===== src/hw/rtl/upd_pkg.sv =====
package upd_pkg;

    // Character codes used by the decoder.
    localparam logic [7:0] CH_PLUS    = 8'h2B;
    localparam logic [7:0] CH_PERCENT = 8'h25;
    localparam logic [7:0] CH_QUEST   = 8'h3F;
    localparam logic [7:0] CH_SPACE   = 8'h20;
    localparam logic [7:0] CH_0       = 8'h30;
    localparam logic [7:0] CH_9       = 8'h39;
    localparam logic [7:0] CH_UA      = 8'h41;
    localparam logic [7:0] CH_UF      = 8'h46;
    localparam logic [7:0] CH_LA      = 8'h61;
    localparam logic [7:0] CH_LF      = 8'h66;

    // One input item produces at most this many results.
    localparam int unsigned MAX_RESULTS = 3;
    localparam int unsigned COUNT_W     = 2;

    // Result queue: a power of two, at least MAX_RESULTS entries.
    localparam int unsigned QUEUE_DEPTH = 4;
    localparam int unsigned PTR_W       = 2;
    localparam int unsigned FILL_W      = 3;

    typedef enum logic [1:0] {
        PH_IDLE    = 2'd0,
        PH_PERCENT = 2'd1,
        PH_PENDING = 2'd2
    } phase_t;

    typedef struct packed {
        logic [7:0] data;
        logic       last;
    } result_t;

    typedef struct packed {
        logic [COUNT_W-1:0]       count;
        result_t [MAX_RESULTS-1:0] item;
    } bundle_t;

    // Low four bits hold the digit value; bit 4 is set when the byte is not a hex digit.
    function automatic logic [4:0] hex_nibble(input logic [7:0] c);
        logic [7:0] v;
        v = 8'h00;
        if (c >= CH_0 && c <= CH_9) begin
            v = c - CH_0;
            return {1'b0, v[3:0]};
        end else if (c >= CH_UA && c <= CH_UF) begin
            v = c - CH_UA + 8'd10;
            return {1'b0, v[3:0]};
        end else if (c >= CH_LA && c <= CH_LF) begin
            v = c - CH_LA + 8'd10;
            return {1'b0, v[3:0]};
        end
        return 5'h10;
    endfunction

    // Output for a byte seen with no escape open, where a percent cannot open one.
    function automatic logic [7:0] plain_out(input logic [7:0] c);
        if (c == CH_PERCENT) begin
            return CH_QUEST;
        end else if (c == CH_PLUS) begin
            return CH_SPACE;
        end
        return c;
    endfunction

endpackage


===== src/hw/rtl/url_percent_decoder.sv =====
// Path: an item is registered in the input stage and its results in the result queue.
// Throughput: one input item per cycle while each item yields at most one result and
// m_ready stays high; the result queue drains one item per cycle while m_ready is high,
// so an item yielding two or three results can hold the input side until the queue has room.
// Reset: aresetn is synchronous and active low; it empties the input stage and the
// result queue and leaves no escape pending.
module url_percent_decoder (
    input  logic       aclk,
    input  logic       aresetn,
    input  logic       s_valid,
    output logic       s_ready,
    input  logic [7:0] s_in_byte,
    input  logic       s_in_last,
    output logic       m_valid,
    input  logic       m_ready,
    output logic [7:0] m_out_byte,
    output logic       m_out_last
);

    // Input stage: holds one accepted item until the decoder can pass all of its
    // results into the queue.
    logic       in_valid_reg, in_valid_next;
    logic [7:0] in_byte_reg;
    logic       in_last_reg;

    upd_pkg::bundle_t results;
    logic             space_ok;
    logic             advance;
    logic             s_accept;

    // The held item moves on only when the queue has room for every result it makes,
    // so the escape state and the queue always advance together.
    assign advance  = in_valid_reg && space_ok;
    assign s_ready  = !in_valid_reg || advance;
    assign s_accept = s_valid && s_ready;

    assign in_valid_next = s_accept || (in_valid_reg && !advance);

    always_ff @(posedge aclk) begin
        if (!aresetn) begin
            in_valid_reg <= 1'b0;
        end else begin
            in_valid_reg <= in_valid_next;
        end
    end

    always_ff @(posedge aclk) begin
        if (s_accept) begin
            in_byte_reg <= s_in_byte;
            in_last_reg <= s_in_last;
        end
    end

    // Escape tracking and the decode of one item into up to three results.
    upd_decoder u_decoder (
        .aclk      (aclk),
        .aresetn   (aresetn),
        .advance   (advance),
        .item_byte (in_byte_reg),
        .item_last (in_last_reg),
        .results   (results)
    );

    // Small result queue that parts the decoder from the output handshake.
    upd_result_queue u_queue (
        .aclk        (aclk),
        .aresetn     (aresetn),
        .push_bundle (results),
        .push        (advance),
        .space_ok    (space_ok),
        .out_valid   (m_valid),
        .out_ready   (m_ready),
        .out_byte    (m_out_byte),
        .out_last    (m_out_last)
    );

endmodule


===== src/hw/rtl/upd_decoder.sv =====
module upd_decoder (
    input  logic              aclk,
    input  logic              aresetn,
    input  logic              advance,
    input  logic [7:0]        item_byte,
    input  logic              item_last,
    output upd_pkg::bundle_t  results
);

    upd_pkg::phase_t phase_reg, phase_next;
    logic [7:0]      pending_reg, pending_next;

    logic [4:0] hi_nib;
    logic [4:0] lo_nib;
    logic       pair_ok;
    logic       b_pct;
    logic       p_pct;

    assign hi_nib  = upd_pkg::hex_nibble(pending_reg);
    assign lo_nib  = upd_pkg::hex_nibble(item_byte);
    assign pair_ok = !hi_nib[4] && !lo_nib[4];
    assign b_pct   = (item_byte == upd_pkg::CH_PERCENT);
    assign p_pct   = (pending_reg == upd_pkg::CH_PERCENT);

    always_ff @(posedge aclk) begin
        if (!aresetn) begin
            phase_reg   <= upd_pkg::PH_IDLE;
            pending_reg <= 8'h00;
        end else if (advance) begin
            phase_reg   <= phase_next;
            pending_reg <= pending_next;
        end
    end

    // Next escape state.
    always_comb begin
        phase_next   = upd_pkg::PH_IDLE;
        pending_next = pending_reg;
        case (phase_reg)
            upd_pkg::PH_PERCENT: begin
                if (!item_last) begin
                    phase_next   = upd_pkg::PH_PENDING;
                    pending_next = item_byte;
                end
            end
            upd_pkg::PH_PENDING: begin
                if (!pair_ok) begin
                    if (p_pct) begin
                        // The held byte reopens an escape which the new byte extends.
                        if (!item_last) begin
                            phase_next   = upd_pkg::PH_PENDING;
                            pending_next = item_byte;
                        end
                    end else if (b_pct && !item_last) begin
                        phase_next = upd_pkg::PH_PERCENT;
                    end
                end
            end
            default: begin
                if (b_pct && !item_last) begin
                    phase_next = upd_pkg::PH_PERCENT;
                end
            end
        endcase
    end

    // Results of this item, in order.
    always_comb begin
        results       = '0;
        results.count = '0;
        case (phase_reg)
            upd_pkg::PH_PERCENT: begin
                if (item_last) begin
                    results.count        = 2'd2;
                    results.item[0].data = upd_pkg::CH_QUEST;
                    results.item[0].last = 1'b0;
                    results.item[1].data = upd_pkg::plain_out(item_byte);
                    results.item[1].last = 1'b1;
                end
            end
            upd_pkg::PH_PENDING: begin
                if (pair_ok) begin
                    results.count        = 2'd1;
                    results.item[0].data = {hi_nib[3:0], lo_nib[3:0]};
                    results.item[0].last = item_last;
                end else begin
                    results.item[0].data = upd_pkg::CH_QUEST;
                    results.item[0].last = 1'b0;
                    if (p_pct) begin
                        if (item_last) begin
                            results.count        = 2'd3;
                            results.item[1].data = upd_pkg::CH_QUEST;
                            results.item[1].last = 1'b0;
                            results.item[2].data = upd_pkg::plain_out(item_byte);
                            results.item[2].last = 1'b1;
                        end else begin
                            results.count = 2'd1;
                        end
                    end else begin
                        results.item[1].data = upd_pkg::plain_out(pending_reg);
                        results.item[1].last = 1'b0;
                        if (b_pct && !item_last) begin
                            results.count = 2'd2;
                        end else begin
                            results.count        = 2'd3;
                            results.item[2].data = upd_pkg::plain_out(item_byte);
                            results.item[2].last = item_last;
                        end
                    end
                end
            end
            default: begin
                if (!b_pct || item_last) begin
                    results.count        = 2'd1;
                    results.item[0].data = upd_pkg::plain_out(item_byte);
                    results.item[0].last = item_last;
                end
            end
        endcase
    end

endmodule


===== src/hw/rtl/upd_result_queue.sv =====
module upd_result_queue (
    input  logic              aclk,
    input  logic              aresetn,
    input  upd_pkg::bundle_t  push_bundle,
    input  logic              push,
    output logic              space_ok,
    output logic              out_valid,
    input  logic              out_ready,
    output logic [7:0]        out_byte,
    output logic              out_last
);

    upd_pkg::result_t [upd_pkg::QUEUE_DEPTH-1:0] entry_reg;

    logic [upd_pkg::PTR_W-1:0]  wr_ptr_reg, wr_ptr_next;
    logic [upd_pkg::PTR_W-1:0]  rd_ptr_reg, rd_ptr_next;
    logic [upd_pkg::FILL_W-1:0] fill_reg, fill_next;
    logic [upd_pkg::FILL_W-1:0] free_slots;
    logic [upd_pkg::FILL_W-1:0] push_count;
    logic                       pop;

    assign free_slots = upd_pkg::FILL_W'(upd_pkg::QUEUE_DEPTH) - fill_reg;
    assign push_count = push ? upd_pkg::FILL_W'(push_bundle.count) : '0;
    assign space_ok   = free_slots >= upd_pkg::FILL_W'(push_bundle.count);
    assign out_valid  = (fill_reg != '0);
    assign pop        = out_valid && out_ready;
    assign out_byte   = entry_reg[rd_ptr_reg].data;
    assign out_last   = entry_reg[rd_ptr_reg].last;

    // Pointers wrap naturally because the depth is a power of two.
    assign wr_ptr_next = wr_ptr_reg + upd_pkg::PTR_W'(push_count);
    assign rd_ptr_next = rd_ptr_reg + upd_pkg::PTR_W'(pop);
    assign fill_next   = fill_reg + push_count - upd_pkg::FILL_W'(pop);

    always_ff @(posedge aclk) begin
        if (!aresetn) begin
            wr_ptr_reg <= '0;
            rd_ptr_reg <= '0;
            fill_reg   <= '0;
        end else begin
            wr_ptr_reg <= wr_ptr_next;
            rd_ptr_reg <= rd_ptr_next;
            fill_reg   <= fill_next;
        end
    end

    always_ff @(posedge aclk) begin
        for (int i = 0; i < upd_pkg::MAX_RESULTS; i++) begin
            if (push && (upd_pkg::FILL_W'(i) < push_count)) begin
                entry_reg[wr_ptr_reg + upd_pkg::PTR_W'(i)] <= push_bundle.item[i];
            end
        end
    end

endmodule


===== config.mk =====
export PLATFORM = sky130hd
export DESIGN_NAME = url_percent_decoder
export DESIGN_NICKNAME = d
export VERILOG_FILES = /design/src/hw/rtl/upd_pkg.sv /design/src/hw/rtl/url_percent_decoder.sv /design/src/hw/rtl/upd_decoder.sv /design/src/hw/rtl/upd_result_queue.sv
export SDC_FILE = /design/constraint.sdc
export NUM_CORES = 1
export LEC_CHECK = 0
export ABC_AREA = 1
export BUFFER_PORTS_ARGS = -buffer_cell sky130_fd_sc_hd__buf_2
export CAP_MARGIN = 20
export CORE_MARGIN = 2
export CORE_UTILIZATION = 40
export DETAILED_ROUTE_END_ITERATION = 7
export HOLD_SLACK_MARGIN = 0.08
export SYNTH_ARGS = -nofsm -noshare
export SYNTH_HDL_FRONTEND = slang
export SYNTH_HIERARCHICAL = 1
export SYNTH_SLANG_ARGS = --single-unit

===== constraint.sdc =====
create_clock -name aclk -period 3.57 [get_ports aclk]
set_input_delay 0.357 -clock aclk [delete_from_list [all_inputs] [get_ports aclk]]
set_output_delay 0.357 -clock aclk [all_outputs]
set_load 0.03 [all_outputs]

Word-level counts from Yosys, hierarchy flattened:

Cells that the tools add are included.

* word-level logic and storage cells: 174
* bits of input ports: 13
* bits in registers: 63
* output and inout bits: 11

* mux-type cells: 79
* magnitude comparators: 23
* eq/ne operators: 8
* add/subtract/negate cells: 17
* reductions and logical operators: 31

Operator list (number)
* $bwmux W36: 3
* $mux W36: 3
* $mux W8: 11
* $mux W9: 8
* $demux W9 S2: 3
* $mux W18: 3
* $mux W5: 8
* $pmux W9 S2: 2
* $eq A8 B6 Y1 const B: 4
* $ge A8 B7 Y1 const B: 4
* $le A8 B7 Y1 const B: 4
* $mux W1: 26
* $sub A4 B1 Y4 const B: 6
* $mux W20: 1
* $bmux W9 S2: 1
* $logic_and A1 B1 Y1: 18
* $add A4 B4 Y4 const B: 4
* $ge A8 B6 Y1 const B: 2
* $le A8 B6 Y1 const B: 2
* $pmux W8 S2: 1
* $mux W2: 7
* $lt A2 B3 Y1 const B: 4
* $pmux W2 S2: 2
* $ge A2 B1 Y1 const B: 3
* other kinds (20): 28

Depth between registers and ports, before layout:

* depth after elaboration: 25
* mapped depth: 25

By module:

The synthesis kept the hierarchy.

Modules (own cells, without submodules)
* upd_result_queue: cells an instance 541, area each 3064.2 µm², seq. area each 860.8 µm², times used 1
* upd_decoder: cells an instance 244, area each 1418.9 µm², seq. area each 200.2 µm², times used 1
* url_percent_decoder: cells an instance 18, area each 329.1 µm², seq. area each 290.3 µm², times used 1

Least setup slack after synthesis:

Ideal clock, no wire load.

* path kind: register to register
* start: reg u_decoder.phase_reg[0]
* end: reg u_queue/fill_reg[2] (netlist name)
* stages on the path, launching flop included: 19
* arrival time: 3.427 ns
* path slack: 0.073 ns
* library setup time: 0.070 ns
* clock period less this slack: 3.497 ns
* data required time: 3.500 ns
* buffers on the path: 2
* cell sequence: dfxtp_1 inv_1 ha_1 buf_2 nor2_1 inv_1 o21ai_0 ha_1 o21ai_0 nand3b_1 nand2_1 inv_1 nand2_1 clkbuf_1 ha_1 fa_1 inv_1 nand2_1 a21oi_1

RTL lines
* start, declared: line upd_decoder.sv:10 `upd_pkg::phase_t phase_reg, phase_next;`
* start signal, assigned: line upd_decoder.sv:27 `phase_reg <= upd_pkg::PH_IDLE;`
* start signal, assigned: line upd_decoder.sv:30 `phase_reg <= phase_next;`
* end signal, assigned: line upd_result_queue.sv:43 `fill_reg <= fill_next;`
* end, declared: line upd_result_queue.sv:17 `logic [upd_pkg::FILL_W-1:0] fill_reg, fill_next;`

==> out/qor.csv <==
stage;metric;value;unit
placement;gp_congestion;0.960;
sta;fin_tns_setup;0;ns
synthesis;async_flop_share;0;
placement;pre_cts_ws;0.0609;ns
routing;ant_nets;0;
worst_setup_path;critPathRequiredTime;3.85;ns
clock_network;clockBufferDepth;2;
run;drv_cap;0;
clock_network;root_buffer;clkbuf_16;
routing;routed_wl;16400;µm
worst_setup_path;cp_max_fo;9;
synthesis;syn_avg_cell_area;5.99;µm²
clock_network;clk_latency;0.35;ns
finish;n_antenna_cell;0;
clock_network;cts_buffers;9;
floorplan;pin_count;24;
synthesis;synthesis.nets;832;
finish;final_common_cell;nand2_1;
clock_network;cts_tree;built;
routing;drc;0;
sta;hold_viol;0;
synthesis;ys_seq_area_frac;0.281;
routing;vias;5274;
worst_setup_path;r2r_slack;0.27;ns
floorplan;fp-row-count;40;
finish;utilization;0.471;
sta;fmax;303;MHz
sta;slew_headroom;0.361;
worst_setup_path;startpoint_type;register;
sta;fin_crit;3.30;ns
sta;holdWs;0.184;ns
clock_network;cts_hold_buffers;0;
routing;drt_pass1_iterations;5;
routing;avgRoutedWirePerCell;16.6;µm
clock_network;h-tree-depth;3;
floorplan;start_util;0.406;
worst_hold_path;hp-class;in -> reg;
routing;avgViaCountPerCell;5.33;
routing;drt_first_iter_violations;397;
global_routing;antenna_found_initial;0;
worst_hold_path;min_path_cells;1;
synthesis;synth_warnings;6;
clock_network;path_clk_slew;0.05;ns
finish;final_nets;867;
sta;report.final.setup_viol;0;
global_routing;grt_max_degree;40;
finish;areaGrowthSynthToFinish;16.1;%
placement;place_inst;967;
global_routing;overflow;0;
synthesis;ys_types;37;
global_routing;grt_first_pass_wirelength;26300;µm
synthesis;synth_area;4810;µm²
synthesis;synth_edf_count;9;
pwr;leakagePower;2.81;nW
synthesis;dominantRegCellSynth;dfxtp_1;
sta;maxSlewViolCount;0;
global_routing;track_usage;0.266;
finish;layout_common_cells;314 x nand2_1, 103 x nand3_1, 87 x inv_1;
finish;fin_cells;990;
global_routing;grt_pass1_vias;4977;
worst_setup_path;end_kind;register;
worst_setup_path;timing.rr.end;u_queue/fill_reg[2];
pwr;peakVddDrop;0.262;mV
worst_setup_path;critPathLaunch;in_byte_reg[0];
worst_setup_path;worstReg2RegStart;in_byte_reg[0];
floorplan;core_region_area;11900;µm²
sta;clock-skew-final;0.00911;ns
placement;hpwl;11900;µm
status;outcome;completed;
sta;fin_crit_sh;0.925;
synthesis;synth_seq_cells;63;
finish;largest_register_ff_count;36;
floorplan;fp.dieH;114;µm
synthesis;synth_cells;803;
worst_setup_path;ff2ff_path_depth;21;
sta;worst_pin_slew;0.951;ns
pwr;powerDensity;635;nW/µm²
floorplan;dieArea;12900;µm²
worst_setup_path;criticalPathCategory;reg -> reg;
finish;drive_gt1_frac;0.165;
floorplan;fp.dieW;114;µm
sta;worst_slack;0.270;ns
placement;port_buffers;23;
worst_setup_path;crit_end;u_queue/fill_reg[2];
clock_network;cts_sinks;63;
worst_setup_path;critPathArrivalTime;3.58;ns
sta;rsz0062_at_grt;no;
-- cells in the mapped netlist, types with 3 or more instances --
cell type / n / area (µm²)
clkbuf_1: 5 / 18.8
ha_1: 15 / 188
edfxtp_1: 9 / 270
buf_6: 5 / 56.3
xor2_1: 3 / 26.3
o22ai_1: 10 / 62.6
clkinv_1: 4 / 15.0
inv_2: 15 / 56.3
o21ai_1: 3 / 15.0
nor3_1: 3 / 15.0
inv_1: 90 / 338
nor2_1: 40 / 150
buf_2: 12 / 60.1
nand2_2: 14 / 87.6
nand4_1: 8 / 50.1
nand2_4: 5 / 56.3
nand2_1: 317 / 1190
o21ai_0: 32 / 160
nand3_1: 105 / 526
nor2_2: 7 / 43.8
a21oi_1: 26 / 130
dfxtp_1: 54 / 1080
-- metal layers --
metal	vias to the layer above	GRT usage	part of all wire
met2	199	0.421	0.46
met3	43	0.0351	0.061
met4	0	0.141	0.042
li1	2614	-	-
met1	2418	0.356	0.43
met5	-	0	0
-- worst max-delay path, cell delays in order, from the launching register on --
cell	delay, ns
edfxtp_1	0.45
inv_2	0.08
ha_2	0.21
o21ai_2	0.13
nand2_2	0.08
nand2_4	0.10
nand2_4	0.09
nand2_8	0.11
nand2_4	0.07
o21ai_2	0.17
inv_1	0.06
ha_1	0.27
o21ai_1	0.06
nand3b_1	0.10
nand2_1	0.07
inv_2	0.08
nand2_1	0.09
ha_1	0.32
fa_1	0.44
inv_1	0.07
nand2_1	0.05
a21oi_1	0.14
-- worst min-delay path by stage --
| stage | to | slack [ns] | from |
|---|---|---|---|
| after floorplan | u_queue/fill_reg[0] | 0.45 | aresetn |
| after global placement | u_decoder/phase_reg[1] | 0.48 | u_decoder/phase_reg[1] |
| after detailed placement | u_decoder/phase_reg[1] | 0.49 | u_decoder/phase_reg[1] |
| after CTS | in_byte_reg[7] | 0.17 | s_in_byte[7] |
| after global routing | in_byte_reg[5] | 0.18 | s_in_byte[5] |
| final | in_byte_reg[4] | 0.18 | s_in_byte[4] |
-- cell type report --
cell class / count / area, µm²
Fill cell: 1278 / 6270
Multi-Input combinational cell: 606 / 2990
Sequential cell: 63 / 1350
Inverter: 110 / 429
Timing Repair Buffer: 46 / 322
Clock buffer: 13 / 280
Tap cell: 147 / 184
Clock inverter: 3 / 15.0
Timing Repair inverter: 2 / 15.0
-- repair_timing --
item                       4_1_cts  5_1_grt
buffers inserted                 0        4
setup endpoints to repair        0       40
resized for setup                0       36
-- cells by family after synthesis --
kind of cell / count (synthesis) / share of synthesized area
fa+ha+maj: 16 / 0.0432
buf+inv: 134 / 0.118
xor+xnor: 5 / 0.00910
flops: 63 / 0.281
simple gates: 510 / 0.466
compound gates: 75 / 0.0832
-- stage by stage --
stage | area, µm² | power [mW]
after floorplan | 4810 | 2.19
after global placement | 5110 | 2.58
after detailed placement | 5110 | 2.61
after CTS | 5400 | 3.49
after global routing | 5590 | 3.80
final | 5590 | 3.55
-- power breakdown --
group | leakage (nW) | switching (mW) | internal (mW) | total (mW)
Sequential | 0.532 | 0.206 | 0.954 | 1.16
Clock | 0.151 | 0.336 | 0.542 | 0.878
Combinational | 2.13 | 0.996 | 0.515 | 1.51
No activity file was read; power rests on OpenSTA's default activity.
